--- config.mk ---
export PLATFORM = sky130hd
export DESIGN_NAME = usb_control_transfer_sequencer
export DESIGN_NICKNAME = d
export VERILOG_FILES = /design/src/ucts_pkg.sv /design/src/ucts_step.sv /design/src/usb_control_transfer_sequencer.sv
export SDC_FILE = /design/constraint.sdc
export NUM_CORES = 1
export LEC_CHECK = 0
export ABC_AREA = 1
export BUFFER_PORTS_ARGS = -buffer_cell sky130_fd_sc_hd__buf_2
export CAP_MARGIN = 40
export CORE_UTILIZATION = 49
export CTS_CLUSTER_SIZE = 30
export DETAILED_ROUTE_END_ITERATION = 8
export PLACE_DENSITY_LB_ADDON = 0.15
export RECOVER_POWER = 25
export SETUP_SLACK_MARGIN = 0.05
export SLEW_MARGIN = 20
export SYNTH_ARGS = -nofsm -noshare
export SYNTH_HDL_FRONTEND = slang
export SYNTH_SLANG_ARGS = --single-unit
--- constraint.sdc ---
create_clock -name clock -period 1.41 [get_ports clock]
set_input_delay 0.2115 -clock clock [delete_from_list [all_inputs] [get_ports clock]]
set_output_delay 0.2115 -clock clock [all_outputs]
set_load 0.05 [all_outputs]
--- src/ucts_pkg.sv ---
// Types and constants for the USB control transfer sequencer.
// No dependencies.
`default_nettype none

package ucts_pkg;

   localparam int LEN_W = 16;

   localparam logic MODE_START   = 1'b0;
   localparam logic MODE_OUTCOME = 1'b1;

   typedef enum logic [2:0] {
      STAGE_IDLE       = 3'd0,
      STAGE_SETUP      = 3'd1,
      STAGE_DATA_IN    = 3'd2,
      STAGE_DATA_OUT   = 3'd3,
      STAGE_STATUS_OUT = 3'd4,
      STAGE_STATUS_IN  = 3'd5
   } stage_type;

   typedef enum logic [2:0] {
      ACT_NONE       = 3'd0,
      ACT_SETUP      = 3'd1,
      ACT_DATA_IN    = 3'd2,
      ACT_DATA_OUT   = 3'd3,
      ACT_STATUS_OUT = 3'd4,
      ACT_STATUS_IN  = 3'd5,
      ACT_FINISHED   = 3'd6
   } action_type;

   typedef enum logic [1:0] {
      URB_DONE  = 2'd0,
      URB_NAK   = 2'd1,
      URB_STALL = 2'd2,
      URB_ERROR = 2'd3
   } urb_type;

   typedef struct packed {
      logic             mode;
      logic             dir_in;
      logic [LEN_W-1:0] data_length;
      logic             device_present;
      logic             pipe_idle;
      urb_type          urb_state;
   } item_type;

   typedef struct packed {
      stage_type        stage;
      logic             retry_used;
      logic             direction_in;
      logic [LEN_W-1:0] stored_length;
   } ctx_type;

   typedef struct packed {
      action_type       action;
      logic             success;
      logic [LEN_W-1:0] transfer_length;
   } result_type;

   // Action reported when a stage is issued.
   function automatic action_type stage_action(input stage_type st);
      action_type a;
      case (st)
         STAGE_SETUP:      a = ACT_SETUP;
         STAGE_DATA_IN:    a = ACT_DATA_IN;
         STAGE_DATA_OUT:   a = ACT_DATA_OUT;
         STAGE_STATUS_OUT: a = ACT_STATUS_OUT;
         STAGE_STATUS_IN:  a = ACT_STATUS_IN;
         default:          a = ACT_NONE;
      endcase
      return a;
   endfunction

endpackage

`default_nettype wire

--- src/ucts_step.sv ---
// Stage transition logic: one transaction against the current transfer context.
// Depends on ucts_pkg.
`default_nettype none

module ucts_step
   import ucts_pkg::*;
(
   input  wire ctx_type    cur,
   input  wire item_type   item,
   output ctx_type    nxt,
   output result_type res
);

   always_comb begin
      stage_type  issue_stage;
      logic       do_issue;
      logic       do_err;
      logic       do_fail;
      logic       do_pass;
      action_type act;

      nxt         = cur;
      issue_stage = STAGE_IDLE;
      do_issue    = 1'b0;
      do_err      = 1'b0;
      do_fail     = 1'b0;
      do_pass     = 1'b0;
      act         = ACT_NONE;

      if (item.mode == MODE_START) begin
         // a start while busy is dropped
         if (cur.stage == STAGE_IDLE) begin
            nxt.direction_in  = item.dir_in;
            nxt.stored_length = item.data_length;
            nxt.retry_used    = 1'b0;
            if (!item.device_present || !item.pipe_idle) begin
               do_fail = 1'b1;
            end else begin
               do_issue    = 1'b1;
               issue_stage = STAGE_SETUP;
            end
         end
      end else begin
         case (cur.stage)
            STAGE_SETUP: begin
               case (item.urb_state)
                  URB_DONE: begin
                     do_issue = 1'b1;
                     if (cur.stored_length != '0) begin
                        issue_stage = cur.direction_in ? STAGE_DATA_IN : STAGE_DATA_OUT;
                     end else begin
                        issue_stage = cur.direction_in ? STAGE_STATUS_OUT : STAGE_STATUS_IN;
                     end
                  end
                  URB_NAK, URB_ERROR: do_err = 1'b1;
                  default: ;
               endcase
            end
            STAGE_DATA_IN: begin
               case (item.urb_state)
                  URB_DONE: begin
                     do_issue    = 1'b1;
                     issue_stage = STAGE_STATUS_OUT;
                  end
                  URB_STALL: do_fail = 1'b1;
                  URB_ERROR: do_err  = 1'b1;
                  default: ;
               endcase
            end
            STAGE_DATA_OUT: begin
               case (item.urb_state)
                  URB_DONE: begin
                     do_issue    = 1'b1;
                     issue_stage = STAGE_STATUS_IN;
                  end
                  URB_NAK: begin
                     do_issue    = 1'b1;
                     issue_stage = STAGE_DATA_OUT;
                  end
                  URB_STALL: do_fail = 1'b1;
                  default:   do_err  = 1'b1;
               endcase
            end
            STAGE_STATUS_OUT: begin
               case (item.urb_state)
                  URB_DONE: do_pass = 1'b1;
                  URB_NAK: begin
                     do_issue    = 1'b1;
                     issue_stage = STAGE_STATUS_OUT;
                  end
                  URB_ERROR: do_err = 1'b1;
                  default: ;
               endcase
            end
            STAGE_STATUS_IN: begin
               case (item.urb_state)
                  URB_DONE:  do_pass = 1'b1;
                  URB_STALL: do_fail = 1'b1;
                  URB_ERROR: do_err  = 1'b1;
                  default: ;
               endcase
            end
            default: ;
         endcase
      end

      // one restart from SETUP per transfer, then give up
      if (do_err) begin
         if (cur.retry_used) begin
            do_fail = 1'b1;
         end else begin
            nxt.retry_used = 1'b1;
            do_issue       = 1'b1;
            issue_stage    = STAGE_SETUP;
         end
      end

      if (do_issue) begin
         nxt.stage = issue_stage;
         act       = stage_action(issue_stage);
      end

      if (do_fail || do_pass) begin
         nxt.stage      = STAGE_IDLE;
         nxt.retry_used = 1'b0;
         act            = ACT_FINISHED;
      end

      res.action          = act;
      res.success         = do_pass;
      res.transfer_length = (act == ACT_DATA_IN || act == ACT_DATA_OUT) ?
                            nxt.stored_length : '0;
   end

endmodule

`default_nettype wire

--- src/usb_control_transfer_sequencer.sv ---
// USB host control transfer sequencer, top level; depends on ucts_pkg and ucts_step.
// Response path: a request passes the input register, then the result register, before
// rsp_valid rises. Throughput: one transaction per cycle while rsp_stall is low;
// a stalled response still lets one request in.
// Reset: synchronous, active high; returns to idle with retry, direction and length
// cleared, both pipeline registers empty.
`default_nettype none

module usb_control_transfer_sequencer
   import ucts_pkg::*;
(
   input  wire logic             clock,
   input  wire logic             reset,

   // request channel
   input  wire logic             req_valid,
   output      logic             req_stall,
   input  wire logic             req_mode,
   input  wire logic             req_dir_in,
   input  wire logic [LEN_W-1:0] req_data_length,
   input  wire logic             req_device_present,
   input  wire logic             req_pipe_idle,
   input  wire logic [1:0]       req_urb_state,

   // response channel
   output      logic             rsp_valid,
   input  wire logic             rsp_stall,
   output      logic [2:0]       rsp_action,
   output      logic             rsp_success,
   output      logic [LEN_W-1:0] rsp_transfer_length
);

   // Two registers part the channels: the input register holds one accepted
   // transaction, the result register holds one response. While a response
   // waits under rsp_stall, one more request is still taken into the input
   // register; only then does req_stall rise.

   logic       in_valid_ff, in_valid_in;
   item_type   item_ff, item_in;
   logic       out_valid_ff, out_valid_in;
   result_type res_ff, res_in;
   ctx_type    ctx_ff, ctx_in;

   ctx_type    step_ctx;
   result_type step_res;

   logic req_take;
   logic out_free;
   logic step_fire;

   // the result register can take a new value when empty or being drained
   assign out_free  = !out_valid_ff || !rsp_stall;
   assign step_fire = in_valid_ff && out_free;
   assign req_stall = in_valid_ff && !out_free;
   assign req_take  = req_valid && !req_stall;

   // stage decision against the held transfer context
   ucts_step u_step (
      .cur  (ctx_ff),
      .item (item_ff),
      .nxt  (step_ctx),
      .res  (step_res)
   );

   always_comb begin
      item_in.mode           = req_mode;
      item_in.dir_in         = req_dir_in;
      item_in.data_length    = req_data_length;
      item_in.device_present = req_device_present;
      item_in.pipe_idle      = req_pipe_idle;
      item_in.urb_state      = urb_type'(req_urb_state);

      // input register empties when its transaction steps, refills on a take
      in_valid_in = req_take || (in_valid_ff && !step_fire);

      // context only moves when a transaction actually steps
      ctx_in = step_fire ? step_ctx : ctx_ff;

      res_in       = step_fire ? step_res : res_ff;
      out_valid_in = step_fire || (out_valid_ff && rsp_stall);
   end

   // control state
   always_ff @(posedge clock) begin
      if (reset) begin
         in_valid_ff          <= 1'b0;
         out_valid_ff         <= 1'b0;
         ctx_ff.stage         <= STAGE_IDLE;
         ctx_ff.retry_used    <= 1'b0;
         ctx_ff.direction_in  <= 1'b0;
         ctx_ff.stored_length <= '0;
      end else begin
         in_valid_ff  <= in_valid_in;
         out_valid_ff <= out_valid_in;
         ctx_ff       <= ctx_in;
      end
   end

   // payload registers, no reset
   always_ff @(posedge clock) begin
      if (req_take) begin
         item_ff <= item_in;
      end
      res_ff <= res_in;
   end

   assign rsp_valid           = out_valid_ff;
   assign rsp_action          = res_ff.action;
   assign rsp_success         = res_ff.success;
   assign rsp_transfer_length = res_ff.transfer_length;

endmodule

`default_nettype wire

# Yosys cells after proc, flatten, opt, wreduce, memory -nomap -nowiden
# Cells that the tools add are included.
[word_totals] mem_bits_rw=0 input_bits=26 register_bits=65 latchBits=0 n_memories=0 output_inout_bits=22 elab_cells=107 rom_bits=0
[op_classes] n_eq_ne=15 n_mul=0 magnitude_cmp=0 muxes=45 reduce_logical=31 div=0 add_sub_neg=0 bitwise_logic=1 shifts=0
[op_table] op="18-bit 2-to-1 mux" count=2
[op_table] op="3-bit 2-to-1 mux" count=11
[op_table] op="1-bit 2-to-1 mux" count=26
[op_table] op="3-bit by 2-bit == test with 1-bit output (second input constant)" count=6
[op_table] op="16-bit nonzero test" count=1
[op_table] op="3-bit one-hot mux with 5 select lines" count=1
[op_table] op="3-bit == test (second input constant)" count=4
[op_table] op="3-bit one-hot mux with 4 select lines" count=1
[op_table] op="3-bit OR reduction" count=3
[op_table] op="2-bit OR reduction" count=4
[op_table] op="1-bit zero test" count=7
[op_table] op="3-bit by 1-bit == test with 1-bit output (second input constant)" count=2
[op_table] op="1-bit logical OR" count=6
[op_table] op="1-bit one-hot mux with 3 select lines" count=2
[op_table] op="3-bit one-hot mux with 2 select lines" count=1
[op_table] op="1-bit logical AND" count=5
[op_table] op="2-bit == test (second input constant)" count=2
[op_table] op="4-bit 2-to-1 mux" count=1
[op_table] op="3-bit zero test" count=1
[op_table] op="3-bit AND reduction" count=1
[op_table] op="2-bit by 1-bit == test with 1-bit output (second input constant)" count=1
[op_table] op="2-bit zero test" count=1
[op_table] op="2-bit AND reduction" count=1
[op_table] op="2-bit nonzero test" count=1
[op_table] op="1-bit inverter" count=1

# Logic depth before layout (Yosys ltp)
# Gate-level depths: netlist (run 1).
[depth] word_depth=13 ltp_mapped=11 ltp_nobuf=11

# By module
# From an unflattened synthesis (run 1), not the netlist that was laid out.
[unflattened] hier_cells=353 area_unflattened_um2=3129.3
[by_module_without_submodules] mod="usb_control_transfer_sequencer" cells_each=192 n_inst=1 seq_area_each_um2=1721.7 area_each_um2=2303.5
[by_module_without_submodules] mod="ucts_step" cells_each=161 n_inst=1 seq_area_each_um2=0.0 area_each_um2=825.8

# Worst setup path before layout (run 1)
# No wires, ideal clock.
[synth_timing] path_type="register -> register" start="register out_valid_ff, in the netlist rsp_valid" end="register item_ff[0] in the netlist's numbering (enable)" path_stages_with_launch=6 synth_period_minus_slack_ns=2.312 arrival_ns=1.966 setup_time_ns=0.347 setup_slack_ns=-0.902 n_path_buf=0 cell_sequence="dfxtp_1 nand2_1 nor2_1 inv_1 nand2_1 inv_1"
[synth_via] elab_chain_len=6
[synth_rtl] element="start: declaration" line="usb_control_transfer_sequencer.sv:40" text="logic out_valid_ff, out_valid_in;"
[synth_rtl] element="start signal: assignment" line="usb_control_transfer_sequencer.sv:94" text="out_valid_ff <= out_valid_in;"
[synth_rtl] element="1-bit zero test" line="usb_control_transfer_sequencer.sv:52" text="assign out_free = !out_valid_ff || !rsp_stall;"
[synth_rtl] element="1-bit logical OR" line="usb_control_transfer_sequencer.sv:52"
[synth_rtl] element="1-bit zero test" line="usb_control_transfer_sequencer.sv:54" text="assign req_stall = in_valid_ff && !out_free;"
[synth_rtl] element="1-bit logical AND" line="usb_control_transfer_sequencer.sv:54"
[synth_rtl] element="via req_stall" line="usb_control_transfer_sequencer.sv:17" text="output logic req_stall,"
[synth_rtl] element="1-bit zero test" line="usb_control_transfer_sequencer.sv:55" text="assign req_take = req_valid && !req_stall;"
[synth_rtl] element="1-bit logical AND" line="usb_control_transfer_sequencer.sv:55"
[synth_rtl] element="via req_take" line="usb_control_transfer_sequencer.sv:47" text="logic req_take;"
[synth_rtl] element="end signal: assignment" line="usb_control_transfer_sequencer.sv:102" text="item_ff <= item_in;"
[synth_rtl] element="end: declaration" line="usb_control_transfer_sequencer.sv:39" text="item_type item_ff, item_in;"
# The timed path passes the listed nets, and every way through them passes these cells.
# A chain may end at the register's enable or synchronous reset.

# Final worst setup path (run 1)
[layout_timing] start="register ctx_ff[19] in the netlist's numbering" end="register res_ff, in the netlist rsp_transfer_length[7] (data pin)"
[layout_via] elab_chain_len=11
[layout_rtl] element="start: declaration" line="usb_control_transfer_sequencer.sv:42" text="ctx_type ctx_ff, ctx_in;"
[layout_rtl] element="start signal: assignment" line="usb_control_transfer_sequencer.sv:95" text="ctx_ff <= ctx_in;"
[layout_rtl] element="3-bit by 2-bit == test with 1-bit output (tied with other cells)" line="ucts_step.sv:44" text="case (cur.stage)"
[layout_rtl] element="3-bit OR reduction (no line) (tied with other cells)"
[layout_rtl] element="1-bit one-hot mux with 3 select lines or 3-bit 2-to-1 mux (tied branches)" line="ucts_step.sv:44, ucts_step.sv:30"
[layout_rtl] element="1-bit 2-to-1 mux or 3-bit 2-to-1 mux (tied branches)" line="ucts_step.sv:30, ucts_step.sv:109"
[layout_rtl] element="3-bit 2-to-1 mux" line="ucts_step.sv:108" text="if (do_err) begin"
[layout_rtl] element="3-bit == test (tied with other cells)" line="ucts_pkg.sv:63" text="case (st)"
[layout_rtl] element="3-bit one-hot mux with 5 select lines" line="ucts_pkg.sv:63"
[layout_rtl] element="3-bit 2-to-1 mux" line="ucts_step.sv:118" text="if (do_issue) begin"
[layout_rtl] element="3-bit 2-to-1 mux" line="ucts_step.sv:123" text="if (do_fail || do_pass) begin"
[layout_rtl] element="3-bit by 2-bit == test with 1-bit output" line="ucts_step.sv:131" text="res.transfer_length = (act == ACT_DATA_IN || act == ACT_DATA_OUT) ?"
[layout_rtl] element="1-bit logical OR" line="ucts_step.sv:131"
[layout_rtl] element="end signal: assignment" line="usb_control_transfer_sequencer.sv:104" text="res_ff <= res_in;"
[layout_rtl] element="end: declaration" line="usb_control_transfer_sequencer.sv:41" text="result_type res_ff, res_in;"
# Several ways; a longest one is shown, not always the timed one.

==> key figures, run 1 <==
Outcome
  • Status: finished with violations
  • Failing checks: setup timing

Placed design
  • GPL Wtd Cong: 0.9503
  • I/O Buffers: 47
  • Placed insts: 398
  • Post-detail-place hpwl: 3659 µm
  • Worst slack, placed: -0.2693 ns

Synth
  • Post-synth EDFFs: 42
  • List of most frequent post-synthesis cells: nor2_1, edfxtp_1, nand2_1
  • Ys flop type: edfxtp_1
  • Count leader, synth: nor2_1
  • Post-synth top area share: 0.4645
  • Cells after Synth: 257
  • Post-synth top area cell: edfxtp_1
  • Area contributors post-synth: edfxtp_1, dfxtp_1, nor2_1
  • Ys Warns: 0
  • Syn Nets: 283
  • Netlist cell types: 23
  • Synthesized flop and latch total: 65
  • Async SR Flop Fraction: 0
  • Cell area after synthesis: 2715 µm²
  • Register area share after synthesis: 0.6341
  • Post-Syn Area per Cell: 10.56 µm²

Cells and area
  • Synth-to-Final Area Change: 37.70%
  • Fin nets: 377
  • Final Instance Count excl. Fillers: 426
  • Antenna diodes: 0
  • Share of layout cells above drive strength 1: 0.4607

GRT
  • Vias in the first global route: 1943
  • Grt ovf: 0
  • First-pass GRT wire length: 8949 µm
  • GRT Overall Usage: 0.2041
  • Pin count of the biggest net entering global routing: 30
  • Initial antenna violation count: 0

Timing
  • Min cycle time layout: 1.577 ns
  • Final period util: 1.119
  • Final WS setup: -0.1672 ns
  • WHS: 0.04018 ns
  • RSZ-0062 raised after global routing: true
  • Slew @ Worst Pin: 0.5538 ns
  • Fmax: 634.0 MHz
  • Slew margin rel.: 0.6308
  • Final hold violation count: 0
  • Clock skew: 0.004795 ns
  • Setup Viol. Count Final: 22
  • Max-slew violation count: 0

Clock network
  • Htree depth: 3
  • Clock transition at path regs: 0.07 ns
  • Skew-Pair Late Insertion Delay: 0.34 ns
  • CTS tree: done
  • Num CTS Buffers: 9
  • Max clock buf depth: 2
  • Clock sink count: 65
  • Root Buffer: clkbuf_8

Setup path
  • FF-to-FF setup slack: -0.17 ns
  • Critical path cell sequence: inv_4, nor2_4, nand4_1, a21oi_4, buf_6, inv_8, a211oi_1
  • CP endpoint kind: flip-flop
  • Critical Path Sink: rsp_transfer_length[7]$_SDFFCE_PN0P_
  • Worst Path Buf+Inv: 3
  • Slowest CP cell: dfxtp_4
  • Top fanout value on the critical path: 6
  • Crit path launch: ctx_ff[19]$_SDFFE_PP0P_
  • Crit path launch type: flip-flop
  • Worst Path Arrival: 1.76 ns
  • Worst path max stage delay: 0.41 ns
  • Worst r2r path cells: 7
  • Critical path type: flip-flop to flip-flop
  • Worst endpoint required time: 1.59 ns
  • Reg-to-reg endpoint: rsp_transfer_length[7]$_SDFFCE_PN0P_
  • R2R Path Start: ctx_ff[19]$_SDFFE_PP0P_
  • CP Depth: 7
  • Top delay family on crit path: compound AO/OA/AOI/OAI gates

Die
  • Die Width: 76.44 µm
  • Die Footprint: 5843 µm²
  • I/O pin total: 48
  • Chip Height: 76.44 µm
  • Initial Utilization: 0.5184
  • Core area: 5238 µm²
  • Row count: 26

Routing
  • Remaining antenna violation count: 0
  • Vias: 2111
  • DRT Pass-1 Iters: 4
  • Via/cell ratio: 4.955
  • Initial DRC count: 195
  • Final WL: 5708 µm
  • DR WL/cell: 13.40 µm
  • DRC: 0

Worst hold path
  • Hold Path Origin: req_data_length[5]
  • HP Class: input pin to flip-flop

Flow run
  • # Max-Cap Violations: 0

Pwr
  • Net Sw Frac: 0.2334
  • Clk network pwr share: 0.394
  • Pwr Density: 1166 nW/µm²
  • Leakage power: 1.500 nW
  • Pwr Total: 4.360 mW
  • Internal power: 3.343 mW
  • Worst ir drop on vdd: 0.9483 mV
  • Power share of the combinational group: 0.111
  • Net Sw Power: 1.017 mW
  • Register share of total power: 0.495
per-layer routing:
layer	vias to the layer above	global-route usage	wire length, µm
met5	-	0	0
met4	0	0.09615	109
met3	10	0.05749	351
met2	87	0.3072	2589
met1	945	0.2720	2658
li1	1069	-	-
power groups by stage:
stage	Sequential (mW)	Combinational (mW)	Clock, mW
after global placement	2.20	0.424	0
after CTS	2.16	0.462	1.75
after detailed placement	2.20	0.431	0
final	2.16	0.483	1.72
after floorplan	2.26	0.200	0
after global routing	2.17	0.520	1.82
worst register-to-register path, delay by kind of cell, from the launching register on:
family          cells  cell delay [ns]
simple gates        2             0.34
flops               1             0.41
buf+inv             3             0.26
compound gates      2             0.41
sequential cells by signal (all words and copies together) (netlist names):
name                 cells
rsp_action               3
in_valid_ff              1
item_ff                 22
rsp_valid                1
rsp_success              1
rsp_transfer_length     16
ctx_ff                  21
area by class of cell:
| cell class | count | area, µm² |
|---|---|---|
| sequential | 65 | 1728 |
| fill | 356 | 1499 |
| multi-input combinational | 151 | 940.9 |
| timing repair buffer | 91 | 614.3 |
| clock buffer | 13 | 148.9 |
| inverter | 31 | 136.4 |
| tap | 70 | 87.58 |
| clock inverter | 3 | 65.06 |
| timing repair inverter | 2 | 17.52 |
layout by cell type, fill, tap and decap left out, drive strengths merged:
cell,instances
buf,91
nor2,48
edfxtp,42
nand2,39
inv,31
a211oi,24
dfxtp,23
a21oi,14
clkbuf,13
nand3,10
nand4,6
nor3,4
o21ai,3
clkinvlp,2
bufinv,2
xnor2,1
a31oi,1
or2,1
clkinv,1
how the worst min path moves through the flow:
stage,endpoint,slack (ns),cells after the start
after global routing,item_ff[9]$_DFFE_PP_,0.02,1
after floorplan,ctx_ff[5]$_SDFFE_PP0P_,0.28,1
final,item_ff[9]$_DFFE_PP_,0.04,1
after detailed placement,item_ff[9]$_DFFE_PP_,0.39,1
after global placement,item_ff[6]$_DFFE_PP_,0.39,1
after CTS,item_ff[9]$_DFFE_PP_,0.03,1
stage by stage:
stage                     setup TNS, ns    util  cell area (µm²)
after floorplan                  -5.353       -             2774
after global placement           -3.431  0.6280             3289
after detailed placement         -4.124  0.6280             3289
after CTS                        -1.963  0.6933             3631
after global routing             -4.387  0.7138             3739
final                            -2.768  0.7138             3739
kinds of logic after synthesis:
family                 count (synthesis)  synth area share
AO/OA/AOI/OAI                         42            0.1217
XOR/XNOR                               1          0.003226
buffers and inverters                 41           0.06958
flip-flops                            65            0.6341
AND/OR/NAND/NOR                      108            0.1714
what timing repair did:
item | 4_1_cts | 5_1_grt
pin swaps | 9 | 11
resized for setup | 20 | 26
gates cloned | 2 | 0
endpoints found under the hold margin | 0 | 0
buffers inserted | 7 | 3
endpoints found under the setup margin | 40 | 78
hold buffers | 0 | 0
Power figures use the tool's default switching activity.
==> run 2: changes to the inputs <==
--- a/config.mk
+++ b/config.mk
@@ -8,6 +8,7 @@
 export ABC_AREA = 1
 export BUFFER_PORTS_ARGS = -buffer_cell sky130_fd_sc_hd__buf_2
 export CAP_MARGIN = 40
+export CORE_ASPECT_RATIO = 1.2
 export CORE_UTILIZATION = 49
 export CTS_CLUSTER_SIZE = 30
 export DETAILED_ROUTE_END_ITERATION = 8
==> run 2 against run 1 <==
The run still ends with setup timing left. Power down 7.6%. Wire length down 3.7%. Via count down 1.2%. Combinational power up 4.6%. Count of clock-buffer cells in the layout down 1. Fmax up 4.2%. Flip-flop and latch count unchanged. Die area about the same. Cell count down 1.6%. Critical path type unchanged. Largest power group unchanged.
==> key figures, run 2 (synthesized netlist as in run 1, its figures left out) <==
Die
  • Core area: 5298 µm² (+1.1%)
  • Chip Height: 83.54 µm (+9.3%)
  • Row count: 29 (+12%)
  • I/O pin total: 48 (unchanged)
  • Initial Utilization: 0.5125 (-0.005877)
  • Die Footprint: 5844 µm² (about the same)
  • Die Width: 69.95 µm (-8.5%)

Placed design
  • Placed insts: 396 (-0.50%)
  • Post-detail-place hpwl: 3835 µm (+4.8%)
  • I/O Buffers: 47 (unchanged)
  • Placed inst area: 3362 µm² (+2.2%)
  • GPL Wtd Cong: 0.9393 (-1.2%)

Setup path
  • Top delay family on crit path: flip-flops
  • Worst r2r path cells: 8 (+1)
  • Worst Path Arrival: 1.69 ns (-0.07 ns)
  • Worst endpoint required time: 1.59 ns (about the same)
  • Crit path launch type: flip-flop
  • Critical path cell sequence: nor2_4, nand3_2, inv_2, nand2_2, a21oi_4, inv_4, buf_12, a211oi_4
  • CP endpoint kind: flip-flop
  • R2R Path Start: item_ff[0]$_DFFE_PP_
  • Reg-to-reg endpoint: rsp_transfer_length[12]$_SDFFCE_PN0P_
  • Critical path type: flip-flop to flip-flop
  • FF-to-FF setup slack: -0.10 ns (+0.06 ns)
  • Worst path max stage delay: 0.44 ns (+0.03 ns)
  • Worst Path Buf+Inv: 3 (unchanged)
  • Top fanout value on the critical path: 8 (+2)
  • Slowest CP cell: edfxtp_1

Worst hold path
  • HP Class: input pin to flip-flop
  • Worst Hold Path EP: item_ff[0]$_DFFE_PP_
  • Hold Path Origin: req_urb_state[0]
  • WHS Path Cells: 1 (unchanged)

Cells and area
  • Post-Layout Inst Area: 3756 µm² (+0.47%)
  • Antenna diodes: 0 (unchanged)
  • Most frequent cells in the layout: buf_2, edfxtp_1, buf_4
  • Share of layout cells above drive strength 1: 0.4986 (+0.03793)
  • Final Instance Count excl. Fillers: 419 (-1.6%)
  • Max reg flops: 22 (unchanged)
  • Most common cell after layout, fill and taps aside: buf_2
  • Final core occ: 0.7090 (-0.004786)
  • Fillcell total: 386 (+8.4%)
  • Biggest register: item_ff
  • Fin nets: 378 (+0.27%)
  • Synth-to-Final Area Change: 38.34%

Clock network
  • Max clock buf depth: 2 (unchanged)
  • Num CTS Buffers: 9 (unchanged)
  • CTS tree: done
  • Root Buffer: clkbuf_8
  • Clock transition at path regs: 0.07 ns (about the same)
  • Skew-Pair Late Insertion Delay: 0.34 ns (about the same)
  • Htree depth: 3 (unchanged)
  • Clock sink count: 65 (unchanged)
  • # hold bufs at CTS: 0 (unchanged)

Outcome
  • Status: finished with violations
  • Failing checks: setup timing

Flow run
  • # Max-Cap Violations: 0 (unchanged)

GRT
  • Grt ovf: 0 (unchanged)
  • Initial antenna violation count: 0 (unchanged)
  • GRT Overall Usage: 0.2087 (+0.004623)
  • First-pass GRT wire length: 9218 µm (+3.0%)
  • Vias in the first global route: 2042 (+5.1%)
  • Pin count of the biggest net entering global routing: 30 (unchanged)

Timing
  • Fmax: 660.7 MHz (+4.2%)
  • Clock skew: 0.009323 ns (+0.004528 ns)
  • Final period util: 1.073 (-0.04512)
  • Setup Viol. Count Final: 21 (-4.5%)
  • Max-slew violation count: 0 (unchanged)
  • Min cycle time layout: 1.514 ns (-0.06362 ns)
  • Final WS setup: -0.1036 ns (+0.06362 ns)
  • Slew @ Worst Pin: 0.5578 ns (+0.004005 ns)
  • RSZ-0062 raised after global routing: true
  • Final hold violation count: 0 (unchanged)
  • Slew margin rel.: 0.6281 (-0.002670)

Pwr
  • Pwr Density: 1073 nW/µm² (-8.0%)
  • Worst ir drop on vdd: 0.8017 mV (-15%)
  • Leakage power: 1.500 nW (about the same)

Routing
  • Initial DRC count: 110 (-44%)
  • Met3 WL: 204 µm (-42%)
  • Metal-1 WL: 2560 µm (-3.7%)
  • DR WL/cell: 13.12 µm (-2.1%)
  • DRT Pass-1 Iters: 4 (unchanged)
  • WL met2: 2576 µm (-0.50%)
  • Via/cell ratio: 4.976 (+0.42%)
  • Vias: 2085 (-1.2%)
  • DRC: 0 (unchanged)
  • Top Layer Used: met4
  • Remaining antenna violation count: 0 (unchanged)
  • Final WL: 5496 µm (-3.7%)
==> run 2: changes by cell type in the layout (fill, tap and decap cells not counted), sizes merged <==
cell      delta
clkinvlp     +2
clkinv       +1
bufinv       -2
buf          +3
inv          -2
clkbuf       -1
==> run 2: metrics by stage <==
stage	power, mW	worst slack (ns)	hold slack (ns)	setup TNS (ns)
floorplan	2.462	-0.2237	0.2845	-5.353
CTS	4.045	-0.1492	0.03106	-2.466
detailed placement	2.654	-0.2069	0.3896	-2.798
global placement	2.646	-0.1568	0.3875	-2.800
finish	4.030	-0.1036	0.05033	-1.697
global route	4.201	-0.2208	0.02834	-3.577
==> run 2: metal layers <==
| layer | track usage | up-vias |
|---|---|---|
| met5 | 0 | - |
| met4 | 0.1073 | 0 |
| li1 | - | 1069 |
| met1 | 0.2721 | 939 |
| met2 | 0.3243 | 63 |
| met3 | 0.04831 | 14 |
==> run 2: what timing repair did <==
action                     4_1_cts  5_1_grt
gates resized for setup         24       25
pin swaps                        6        9
setup endpoints to repair       40       60
buffers inserted                 6        3
==> run 2: where the power goes <==
part | total (mW) | internal (mW) | switching [mW]
registers | 2.16 | 2.12 | 0.0425
clock network | 1.37 | 0.686 | 0.680
logic | 0.505 | 0.198 | 0.307
==> run 2: layout make-up <==
cell class | count | area, µm² | share of cell area
Clock inverter | 4 | 28.78 | 0.007662
Tap cell | 62 | 77.57 | 0.02065
Inverter | 31 | 126.4 | 0.03364
Timing Repair Buffer | 94 | 651.9 | 0.1736
Sequential cell | 65 | 1732 | 0.4610
Clock buffer | 12 | 145.1 | 0.03864
Multi-Input combinational cell | 151 | 994.7 | 0.2648
==> run 2: worst max-delay path by stage <==
| stage | cells past startpoint | slack (ns) | to | startpoint |
|---|---|---|---|---|
| 2_1_floorplan | 5 | -0.22 | item_ff[0]$_DFFE_PP_ | rsp_valid$_SDFF_PP0_ |
| 3_3_place_gp | 8 | -0.16 | rsp_transfer_length[8]$_SDFFCE_PN0P_ | item_ff[1]$_DFFE_PP_ |
| 3_5_place_dp | 8 | -0.21 | rsp_transfer_length[8]$_SDFFCE_PN0P_ | item_ff[1]$_DFFE_PP_ |
| 4_1_cts | 8 | -0.15 | rsp_transfer_length[12]$_SDFFCE_PN0P_ | item_ff[1]$_DFFE_PP_ |
| 5_1_grt | 11 | -0.22 | ctx_ff[20]$_SDFFE_PP0P_ | item_ff[0]$_DFFE_PP_ |
| 6_report | 8 | -0.10 | rsp_transfer_length[12]$_SDFFCE_PN0P_ | item_ff[0]$_DFFE_PP_ |
==> run 3: changes to the inputs <==
--- a/config.mk
+++ b/config.mk
@@ -5,13 +5,13 @@
 export SDC_FILE = /design/constraint.sdc
 export NUM_CORES = 1
 export LEC_CHECK = 0
-export ABC_AREA = 1
 export BUFFER_PORTS_ARGS = -buffer_cell sky130_fd_sc_hd__buf_2
 export CAP_MARGIN = 40
 export CORE_ASPECT_RATIO = 1.2
 export CORE_UTILIZATION = 49
 export CTS_CLUSTER_SIZE = 30
 export DETAILED_ROUTE_END_ITERATION = 8
+export GPL_TIMING_DRIVEN = 0
 export PLACE_DENSITY_LB_ADDON = 0.15
 export RECOVER_POWER = 25
 export SETUP_SLACK_MARGIN = 0.05
==> run 3 against run 2 <==
Final area is 1.1% lower. The run still ends with setup timing left. Synthesized area is 2.7% lower. Largest cell class unchanged. Clock skew shrank 0.0026 ns.
==> key figures, run 3 <==
Synth
  • Ys flop type: edfxtp_1
  • Ys Warns: 0 (unchanged)
  • Cell area after synthesis: 2641 µm² (-2.7%)
  • Netlist cell types: 30 (+30%)
  • Post-synth EDFFs: 42 (unchanged)
  • Cells after Synth: 246 (-4.3%)
  • List of most frequent post-synthesis cells: nand2_1, edfxtp_1, a21oi_1
  • Async SR Flop Fraction: 0 (unchanged)
  • Area contributors post-synth: edfxtp_1, dfxtp_1, nand2_1
  • Syn Nets: 272 (-3.9%)
  • Post-Syn Area per Cell: 10.74 µm² (+1.6%)
  • Count leader, synth: nand2_1
  • Register area share after synthesis: 0.6518 (+0.01772)
  • Post-synth top area cell: edfxtp_1
  • Post-synth top area share: 0.4775 (+0.01298)
  • Synthesized flop and latch total: 65 (unchanged)

Timing
  • Slew margin rel.: 0.5327 (-0.09547)
  • Final WS setup: -0.3873 ns (-0.2838 ns)
  • Max-slew violation count: 0 (unchanged)
  • Clock skew: 0.006769 ns (-0.002554 ns)
  • Setup Viol. Count Final: 40 (+90%)
  • Min cycle time layout: 1.797 ns (+0.2838 ns)
  • Slew @ Worst Pin: 0.7010 ns (+0.1432 ns)
  • WHS: 0.03837 ns (-0.01196 ns)
  • Final hold violation count: 0 (unchanged)
  • RSZ-0062 raised after global routing: true
  • Fmax: 556.4 MHz (-16%)
  • Final setup TNS: -11.66 ns (-9.967 ns)
  • Final period util: 1.275 (+0.2012)

Cells and area
  • Register area: 1734 µm² (+0.14%)
  • Max reg flops: 22 (unchanged)
  • Most frequent cells in the layout: nand2_1, buf_2, edfxtp_1
  • Biggest register: item_ff
  • Final Instance Count excl. Fillers: 392 (-6.4%)
  • Synth-to-Final Area Change: 40.69%
  • Fillcell total: 360 (-6.7%)
  • Fin nets: 353 (-6.6%)
  • Most common cell after layout, fill and taps aside: nand2_1
  • Share of layout cells above drive strength 1: 0.4789 (-0.01968)
  • Post-Layout Inst Area: 3716 µm² (-1.1%)
  • Multi-input logic area: 1105 µm² (+11%)
  • Antenna diodes: 0 (unchanged)

GRT
  • First-pass GRT wire length: 9459 µm (+2.6%)
  • Initial antenna violation count: 0 (unchanged)
  • Pin count of the biggest net entering global routing: 13 (-57%)
  • Grt ovf: 0 (unchanged)
  • GRT Overall Usage: 0.2276 (+0.01894)
  • Vias in the first global route: 2024 (-0.88%)

Pwr
  • Worst ir drop on vdd: 0.8036 mV (+0.25%)
  • Pwr Total: 4.353 mW (+8.0%)
  • Leakage power: 1.382 nW (-7.8%)
  • Pwr Density: 1172 nW/µm² (+9.2%)

Setup path
  • Critical path type: flip-flop to flip-flop
  • CP endpoint kind: flip-flop
  • Worst Path Arrival: 1.89 ns (+0.20 ns)
  • Critical path cell sequence: mux2i_2, a2bb2oi_2, nor2_2, a2111oi_4, buf_2, nand2b_1
  • Top fanout value on the critical path: 4 (-4)
  • FF-to-FF setup slack: -0.39 ns (-0.28 ns)
  • Slowest CP cell: a2111oi_4
  • Top delay family on crit path: compound AO/OA/AOI/OAI gates
  • Worst endpoint required time: 1.51 ns (-0.08 ns)
  • Worst Path Buf+Inv: 1 (-2)
  • Crit path launch type: flip-flop
  • Worst path max stage delay: 0.41 ns (-0.03 ns)

Die
  • Chip Height: 82.43 µm (-1.3%)
  • Initial Utilization: 0.5236 (+0.01104)
  • Core area: 5045 µm² (-4.8%)
  • Die Footprint: 5689 µm² (-2.6%)
  • Die Width: 69.02 µm (-1.3%)
  • I/O pin total: 48 (unchanged)
  • Row count: 28 (-3.4%)

Clock network
  • Clock transition at path regs: 0.07 ns (about the same)
  • Num CTS Buffers: 9 (unchanged)
  • Root Buffer: clkbuf_8
  • Skew-Pair Late Insertion Delay: 0.34 ns (about the same)
  • Max clock buf depth: 2 (unchanged)
  • CTS tree: done
  • Clock sink count: 65 (unchanged)
  • Htree depth: 3 (unchanged)

Placed design
  • GPL Wtd Cong: 0.8698 (-7.4%)
  • Placed insts: 353 (-11%)
  • Post-detail-place hpwl: 3620 µm (-5.6%)
  • I/O Buffers: 47 (unchanged)
  • Placed inst area: 3105 µm² (-7.6%)

Routing
  • DRT Pass-1 Iters: 4 (unchanged)
  • DRC: 0 (unchanged)
  • Initial DRC count: 189 (+72%)
  • DR WL/cell: 16.42 µm (+25%)
  • Vias: 2176 (+4.4%)
  • Final WL: 6435 µm (+17%)
  • Remaining antenna violation count: 0 (unchanged)
  • Via/cell ratio: 5.551 (+12%)

Worst hold path
  • HP Class: input pin to flip-flop

Outcome
  • Status: finished with violations
  • Failing checks: setup timing

Flow run
  • # Max-Cap Violations: 0 (unchanged)
==> run 3: changes by cell type after synthesis, sizes merged, moves of 4 or more <==
cell / delta
a211oi: -24
a21oi: +21
a31oi: +5
clkbuf: +4
inv: -29
nand2: +42
nand2b: +4
nand3: -4
nand4: -5
nor2: -39
nor4: +5
==> run 3: path summary, 6_finish.rpt <==
check	start	end	cells after the start
max	ctx_ff[19]$_SDFFE_PP0P_	rsp_action[2]$_DFFE_PP_	6
max reg2reg	ctx_ff[19]$_SDFFE_PP0P_	rsp_action[2]$_DFFE_PP_	6
min	req_data_length[15]	item_ff[19]$_DFFE_PP_	1
min reg2reg	ctx_ff[16]$_SDFFE_PP0P_	ctx_ff[16]$_SDFFE_PP0P_	2
==> run 3: kinds of logic (layout without fill, tap and decap cells) <==
group | after synthesis | in the layout | synth area share
mux | 2 | 2 | 0.007580
flops | 65 | 65 | 0.6518
buf+inv | 15 | 100 | 0.03032
simple gates | 118 | 119 | 0.2023
compound gates | 46 | 46 | 0.1080
==> run 3: cell type report <==
type                       count  share of cell area
timing repair buffer          70              0.1232
sequential                    65              0.4667
tap                           60             0.02020
timing repair inverter         1            0.002020
multi-input combinational    167              0.2973
clock buffer                  12             0.03636
clock inverter                 4             0.01852
inverter                       2            0.003030
buffer                        11             0.03266
==> run 3: what timing repair did <==
item                       4_1_cts  5_1_grt
gates resized for setup         37       26
gates cloned                     4        1
setup endpoints to repair       84       42
setup buffers                   10       10
hold buffers                     0        0
pin swaps                       13       16
==> run 3: stage by stage <==
stage,utilization,setup slack (ns)
2_1_floorplan,-,-0.2345
3_3_place_gp,0.6156,-0.6086
3_5_place_dp,0.6156,-0.6036
4_1_cts,0.7041,-0.3625
5_1_grt,0.7366,-0.4753
6_report,0.7366,-0.3873
==> run 3: report_power, final <==
part / total, mW / switching, mW / leakage, nW / internal (mW)
combinational: 0.522 / 0.331 / 0.683 / 0.191
sequential: 2.17 / 0.0570 / 0.597 / 2.11
clock: 1.66 / 0.673 / 0.102 / 0.989
total: 4.35 / 1.06 / 1.38 / 3.29
==> run 3: routing by layer <==
metal	wire length [µm]	track usage
met1	2639	0.2651
met2	3201	0.3806
met3	370	0.04490
met4	224	0.1673
met5	0	0
